**config.mk**
```make
export PLATFORM = sky130hd
export DESIGN_NAME = i2csmq_ctrl
export DESIGN_NICKNAME = d
export VERILOG_FILES = /design/src/hdl/i2csmq_pkg.sv /design/src/hdl/i2csmq_ctrl.sv
export SDC_FILE = /design/constraint.sdc
export NUM_CORES = 1
export LEC_CHECK = 0
export BUFFER_PORTS_ARGS = -buffer_cell sky130_fd_sc_hd__buf_2
export CAP_MARGIN = 20
export CELL_PAD_IN_SITES_DETAIL_PLACEMENT = 1
export CELL_PAD_IN_SITES_GLOBAL_PLACEMENT = 1
export CORE_AREA = 3 3 40 42
export DETAILED_ROUTE_END_ITERATION = 6
export DIE_AREA = 0 0 43 45
export PLACE_DENSITY_LB_ADDON = 0.1
export SLEW_MARGIN = 20
export SYNTH_ARGS = -nofsm -noshare
export SYNTH_HDL_FRONTEND = slang
export SYNTH_SLANG_ARGS = --single-unit
```
**constraint.sdc**
```tcl
create_clock -name clk -period 1.6 [get_ports clk]
set_input_delay 0 -clock clk [delete_from_list [all_inputs] [get_ports clk]]
set_output_delay 0 -clock clk [all_outputs]
set_load 0.03 [all_outputs]
```
**src/hdl/i2csmq_pkg.sv**
```systemverilog
// shared types and codes for the i2c slave receive message queue
package i2csmq_pkg;

  // input command codes
  localparam logic CMD_EVENT = 1'b0;
  localparam logic CMD_POP   = 1'b1;

  typedef enum logic [1:0] {
    KIND_DONE  = 2'd0,
    KIND_BYTE  = 2'd1,
    KIND_EMPTY = 2'd2
  } kind_t;

  typedef enum logic [2:0] {
    ST_IDLE,
    ST_PUSH,
    ST_POP_HDR,
    ST_POP_RD,
    ST_POP_LD
  } state_t;

  // controller to datapath
  typedef struct packed {
    logic ev_accept;
    logic pop_accept;
    logic load_done;
    logic load_empty;
    logic copy;
    logic byte_read;
    logic load_byte;
  } ctrl_cmd_t;

  // datapath to controller
  typedef struct packed {
    logic empty;
    logic push_start;
    logic copy_done;
    logic pop_last;
    logic out_valid;
    logic out_free;
  } dp_status_t;

endpackage

```
**src/hdl/i2csmq_ctrl.sv**
```systemverilog
// controller state machine: sequences event, push copy and pop streaming
module i2csmq_ctrl import i2csmq_pkg::*; (
  input  logic       clk,
  input  logic       rst,
  input  logic       in_valid,
  input  logic       command,
  input  dp_status_t status,
  output logic       in_stall,
  output ctrl_cmd_t  cmd
);

  state_t state;
  state_t state_next;
  logic   ready;
  logic   accept;
  logic   is_pop;

  assign ready  = (state == ST_IDLE) && !status.out_valid;
  assign accept = ready && in_valid;
  assign is_pop = (command == CMD_POP);

  always_ff @(posedge clk) begin
    if (rst) begin
      state <= ST_IDLE;
    end else begin
      state <= state_next;
    end
  end

  always_comb begin
    state_next = state;
    case (state)
      ST_IDLE: begin
        if (accept) begin
          if (!is_pop && status.push_start) begin
            state_next = ST_PUSH;
          end else if (is_pop && !status.empty) begin
            state_next = ST_POP_HDR;
          end
        end
      end
      ST_PUSH: begin
        if (status.copy_done) begin
          state_next = ST_IDLE;
        end
      end
      ST_POP_HDR: state_next = ST_POP_RD;
      ST_POP_RD:  state_next = ST_POP_LD;
      ST_POP_LD: begin
        if (status.out_free) begin
          state_next = status.pop_last ? ST_IDLE : ST_POP_RD;
        end
      end
      default: state_next = ST_IDLE;
    endcase
  end

  always_comb begin
    in_stall       = !ready;
    cmd            = '0;
    cmd.ev_accept  = accept && !is_pop;
    cmd.pop_accept = accept && is_pop && !status.empty;
    cmd.load_empty = accept && is_pop && status.empty;
    case (state)
      ST_IDLE: begin
        cmd.load_done = accept && !is_pop && !status.push_start;
      end
      ST_PUSH: begin
        cmd.copy      = 1'b1;
        cmd.load_done = status.copy_done;
      end
      ST_POP_RD: begin
        cmd.byte_read = 1'b1;
      end
      ST_POP_LD: begin
        cmd.load_byte = status.out_free;
      end
      default: begin
        cmd.copy = 1'b0;
      end
    endcase
  end

endmodule

```
---- Word-level counts from Yosys, hierarchy flattened ----
Cells that the tools add are included.
operators by class
  equality and inequality tests ........... 8
  mux-type cells .......................... 11
  reduce and logical (&&, ||, !) cells .... 16
operators by type and width
  kind                                                                     count
  3-bit two-way mux                                                        5
  3-bit case mux with 5 select lines                                       1
  1-bit logical AND                                                        9
  3-bit by 2-bit == test with 1-bit output, second input constant          2
  2-bit inequality test, second input constant                             3
  1-bit logical NOT                                                        5
  4-bit AND reduction                                                      1
  3-bit by 1-bit == test with 1-bit output, second input constant          1
  3-bit == test, second input constant                                     1
  3-bit logical NOT                                                        1
  1-bit two-way mux                                                        3
  3-bit by 1-bit inequality test with 1-bit output, second input constant  1
  2-bit two-way mux                                                        1
  1-bit case mux with 2 select lines                                       1
storage, ports and cells
  register bits ........................... 3
  input port bits ......................... 10
  output and inout port bits .............. 8
  word-level logic and storage cells ...... 36

---- Longest topological paths before layout ----
  depth in word-level cells ............... 6
  mapped depth ............................ 4
  gate-level depth less buffers ........... 4

---- Worst setup path after synthesis ----
Ideal clock, no wire load.
  path kind ............................... register to register
  start ................................... register state[0]
  end ..................................... register state[0]
  library setup time ...................... 120 ps
  data arrival time ....................... 1,610 ps
  data required time ...................... 1,480 ps
  slack ................................... -130 ps
  cell stages (with the launch flop) ...... 5
  buffers on the path ..................... 0
  period minus slack after synthesis ...... 1,730 ps
  cells stage by stage .................... dfxtp_1 nor3b_1 nand2b_1 o2111ai_1 o21ai_1
between the ends
  cells in the longest elaborated chain, start to end .. 5
  elaborated cells between the ends (all ways) .. 13
  those cells by class .................... 8 x eq/ne; 1 x mux; 4 x reduce/logical
RTL lines
  what                                    line                                  text
  start: declaration                      i2csmq_ctrl.sv:12                     state_t state;
  start signal: assignment                i2csmq_ctrl.sv:26                     state <= state_next;
  3-bit logical NOT                       i2csmq_ctrl.sv:18, i2csmq_ctrl.sv:32
  1-bit logical AND                       i2csmq_ctrl.sv:18                     assign ready = (state == ST_IDLE) && !status.out_valid;
  1-bit logical AND                       i2csmq_ctrl.sv:19                     assign accept = ready && in_valid;
  2-bit inequality test (no source line)  n/a
  4-bit AND reduction (no source line)    n/a
Parallel ways exist; a longest one is shown, timed or not.
A chain may end at the register's enable or synchronous reset.

==> impl_metrics.csv <==
group,metric,value,unit
logic_synthesis,synth_top_flop_cell,"dfxtp_1",
routing,drc_violation_count_after_routing,0,
cells_and_area,area_delta_synth_final,60.4,%
cells_and_area,largest_reg_flops,3,
logic_synthesis,synth_enable_flop_cells,0,
cells_and_area,reg.largest.list,"state: 3 flops",
critical_path,crit_arrival,1.53,ns
logic_synthesis,post_synth_main_area_contributors,"dfxtp_1 24%, nor2_1 12%, nor3_4 6.4%",
logic_synthesis,postSynthRegisterBits,3,
floorplan,std_cell_rows,13,
clock_tree,cts_inserted_buffers,3,
critical_path,timing.critical_path.from_type,"flip-flop",
clock_tree,clock-sinks,3,
clock_tree,htree_levels,1,
grt,grt_max_degree,9,
sta,period_needed,1.53,ns
clock_tree,tritoncts_clock_tree,"yes",
cells_and_area,fillerInstances,171,
sta,final.setup_skew,0.00622,ns
critical_path,cp_data_required_time,1.60,ns
routing,drt-wirelength-per-cell,11.9,um
sta,number_of_setup_violations_in_the_final_report,0,
routing,drt_first_pass_iters,2,
logic_synthesis,synth_area_per_cell,7.66,um^2
floorplan,core,1280,um^2
placement,gp_congestion,0.724,
critical_path,crit_slowest_cell,"or3_4",
floorplan,fp.dieH,45,um
logic_synthesis,mappedNetlistArea,253,um^2
clock_tree,clockRootBuffer,"clkbuf_4",
grt,gr-total-overflow,0,
placement,dpl.hpwl,681,um
critical_path,critical-path-top-delay-family,"simple AND/OR/NAND/NOR gates",
power_and_ir_drop,power.leakage,0.196,nW
critical_path,worstPathCellList,"or3_4 -> nor3_4 -> a22o_2 -> clkbuf_4",
sta,tns,0,ns
grt,antenna_violations_before_repair,0,
grt,global_route.usage.total,9.31,%
logic_synthesis,ys_types,21,
clock_tree,worst_skew_pair.late_latency,0.23,ns
logic_synthesis,synthDominantCellAreaShare,23.8,%
sta,max_clock_freq,654,MHz
power_and_ir_drop,powerDensity,694,nW/um^2
logic_synthesis,synthesis.instances,33,
logic_synthesis,yosys_warnings,0,
logic_synthesis,synth.yosys.seq_area_share,23.8,%
floorplan,die-area,1940,um^2
cells_and_area,antenna-diode-count,0,
sta,timing_worst_slew_pin_value,0.268,ns
cells_and_area,finalNetCount,66,
clock_tree,max-clock-path-buffers,2,
critical_path,max_stage_delay,0.43,ns
sta,finalHoldViolations,0,
status,run_status,"finished clean",
clock_tree,worst_setup_hold_path_clk_slew,0.04,ns
placement,placement.io_buffers,17,
floorplan,io-pin-count,18,
worst_hold_path,worst_hold_path_type,"input port to flip-flop",
sta,setup_slack,0.0719,ns
logic_synthesis,synthesis.nets,43,
routing,vias,322,
logic_synthesis,synth_largest_area_cell,"dfxtp_1",
job,drv.max_cap_violation_count,0,
routing,drt.antenna.violating_nets,0,
sta,slew_headroom,81.9,%
critical_path,worst_setup_path_end_kind,"output pin",
sta,final-max-slew-violation-count,0,
grt,first_global_vias,326,
grt,first_pass_grt_wire_length,1390,um
sta,final.period_utilization,95.5,%
logic_synthesis,most_instantiated_library_cell_after_synthesis,"nor2_1",
cells_and_area,regMostFlops,"state",
cells_and_area,multi_input_area,194,um^2
sta,rsz0062_at_grt,"false",
cells_and_area,final_layout_size_suffix_gt1_share,52.7,%
floorplan,initial_util,19.7,%
routing,drt_iter0_markers,1,
sta,hold_ws,0.0642,ns
routing,routed_via_density,4.60,
logic_synthesis,async_flop_share,0,%
floorplan,die_w,43,um
power_and_ir_drop,power.ir.vdd_worst,0.437,mV
cells_and_area,regArea,62.6,um^2
critical_path,worst-setup-path-type,"flip-flop to output pin",
placement,pre_cts_ws,0.263,ns
logic_synthesis,synth_top_cells_by_count,"8 x nor2_1, 3 x dfxtp_1, 2 x a21oi_1, 2 x nand2_1, 2 x nand2b_1",
critical_path,critPathBufInv,1,
routing,detail_route.wirelength,832,um
critical_path,worst_path_max_fanout,8,
-- report_power, final --
part / switching [mW] / internal, mW / total (mW) / leakage (nW)
Clock: 0.0366 / 0.0932 / 0.130 / 0.0150
Combinational: 0.0398 / 0.0296 / 0.0694 / 0.156
Sequential: 0.00408 / 0.0779 / 0.0820 / 0.0252
Total: 0.0805 / 0.201 / 0.281 / 0.196
-- final timing paths --
kind	startpoint	endpoint	slack, ns	cells after the start
worst max-delay path	state[1]$_SDFFE_PP0P_	cmd[4]	0.07	4
worst min-delay path	status[3]	state[0]$_SDFFE_PP0P_	0.06	4
worst max register to register	state[1]$_SDFFE_PP0P_	state[0]$_SDFFE_PP0P_	0.34	3
worst min register to register	state[0]$_SDFFE_PP0P_	state[1]$_SDFFE_PP0P_	0.63	3
-- stage by stage --
stage | std cells | total power [mW] | utilization, % | area [um^2]
2_1_floorplan | 33 | 0.122 | - | 258
3_3_place_gp | 65 | 0.148 | 28.1 | 362
3_5_place_dp | 65 | 0.149 | 28.1 | 362
4_1_cts | 70 | 0.284 | 31.0 | 398
5_1_grt | 70 | 0.304 | 31.5 | 405
6_report | 70 | 0.281 | 31.5 | 405
-- layer usage --
metal  up-vias  share of wire (%)  global-route usage (%)
met2        12                 46                    14.1
li1        167                  -                       -
met5         -                  0                       0
met4         0                  0                    1.81
met1       143                 45                    12.0
met3         0                9.3                    4.78
-- placed cells by master, fill, tap and decap left out, types with 2 or more instances in the layout --
master	instances
a21oi_1	2
buf_2	15
clkbuf_4	4
dfxtp_2	2
nand2_1	2
nand2b_1	2
nor2_1	8
-- timing repair --
action	4_1_cts	5_1_grt
gates resized for setup	0	5
setup endpoints to repair	0	3
hold buffers	1	0
endpoints found under the hold margin	1	0
buffers inserted	0	0
-- final cells by class --
class                   count  share of cell area, %
repair buffers             18                   24.7
clock buffers               4                   6.48
flip-flops and latches      3                   15.4
inverters                   1                  0.926
well taps                  15                   4.63
multi-input cells          29                   47.8
-- kinds of logic after synthesis --
kind of cell           count (synthesis)  synth area share (%)
flip-flops                             3                  23.8
AO/OA/AOI/OAI                          7                  19.3
buffers and inverters                  1                  1.48
AND/OR/NAND/NOR                       22                  55.5
-- worst min-delay path, delay by kind of cell --
| kind | cells | cell delay, ns |
|---|---|---|
| compound gates | 1 | 0.06 |
| buf+inv | 1 | 0.09 |
| simple gates | 2 | 0.09 |
(Power assumes the default switching activity.)
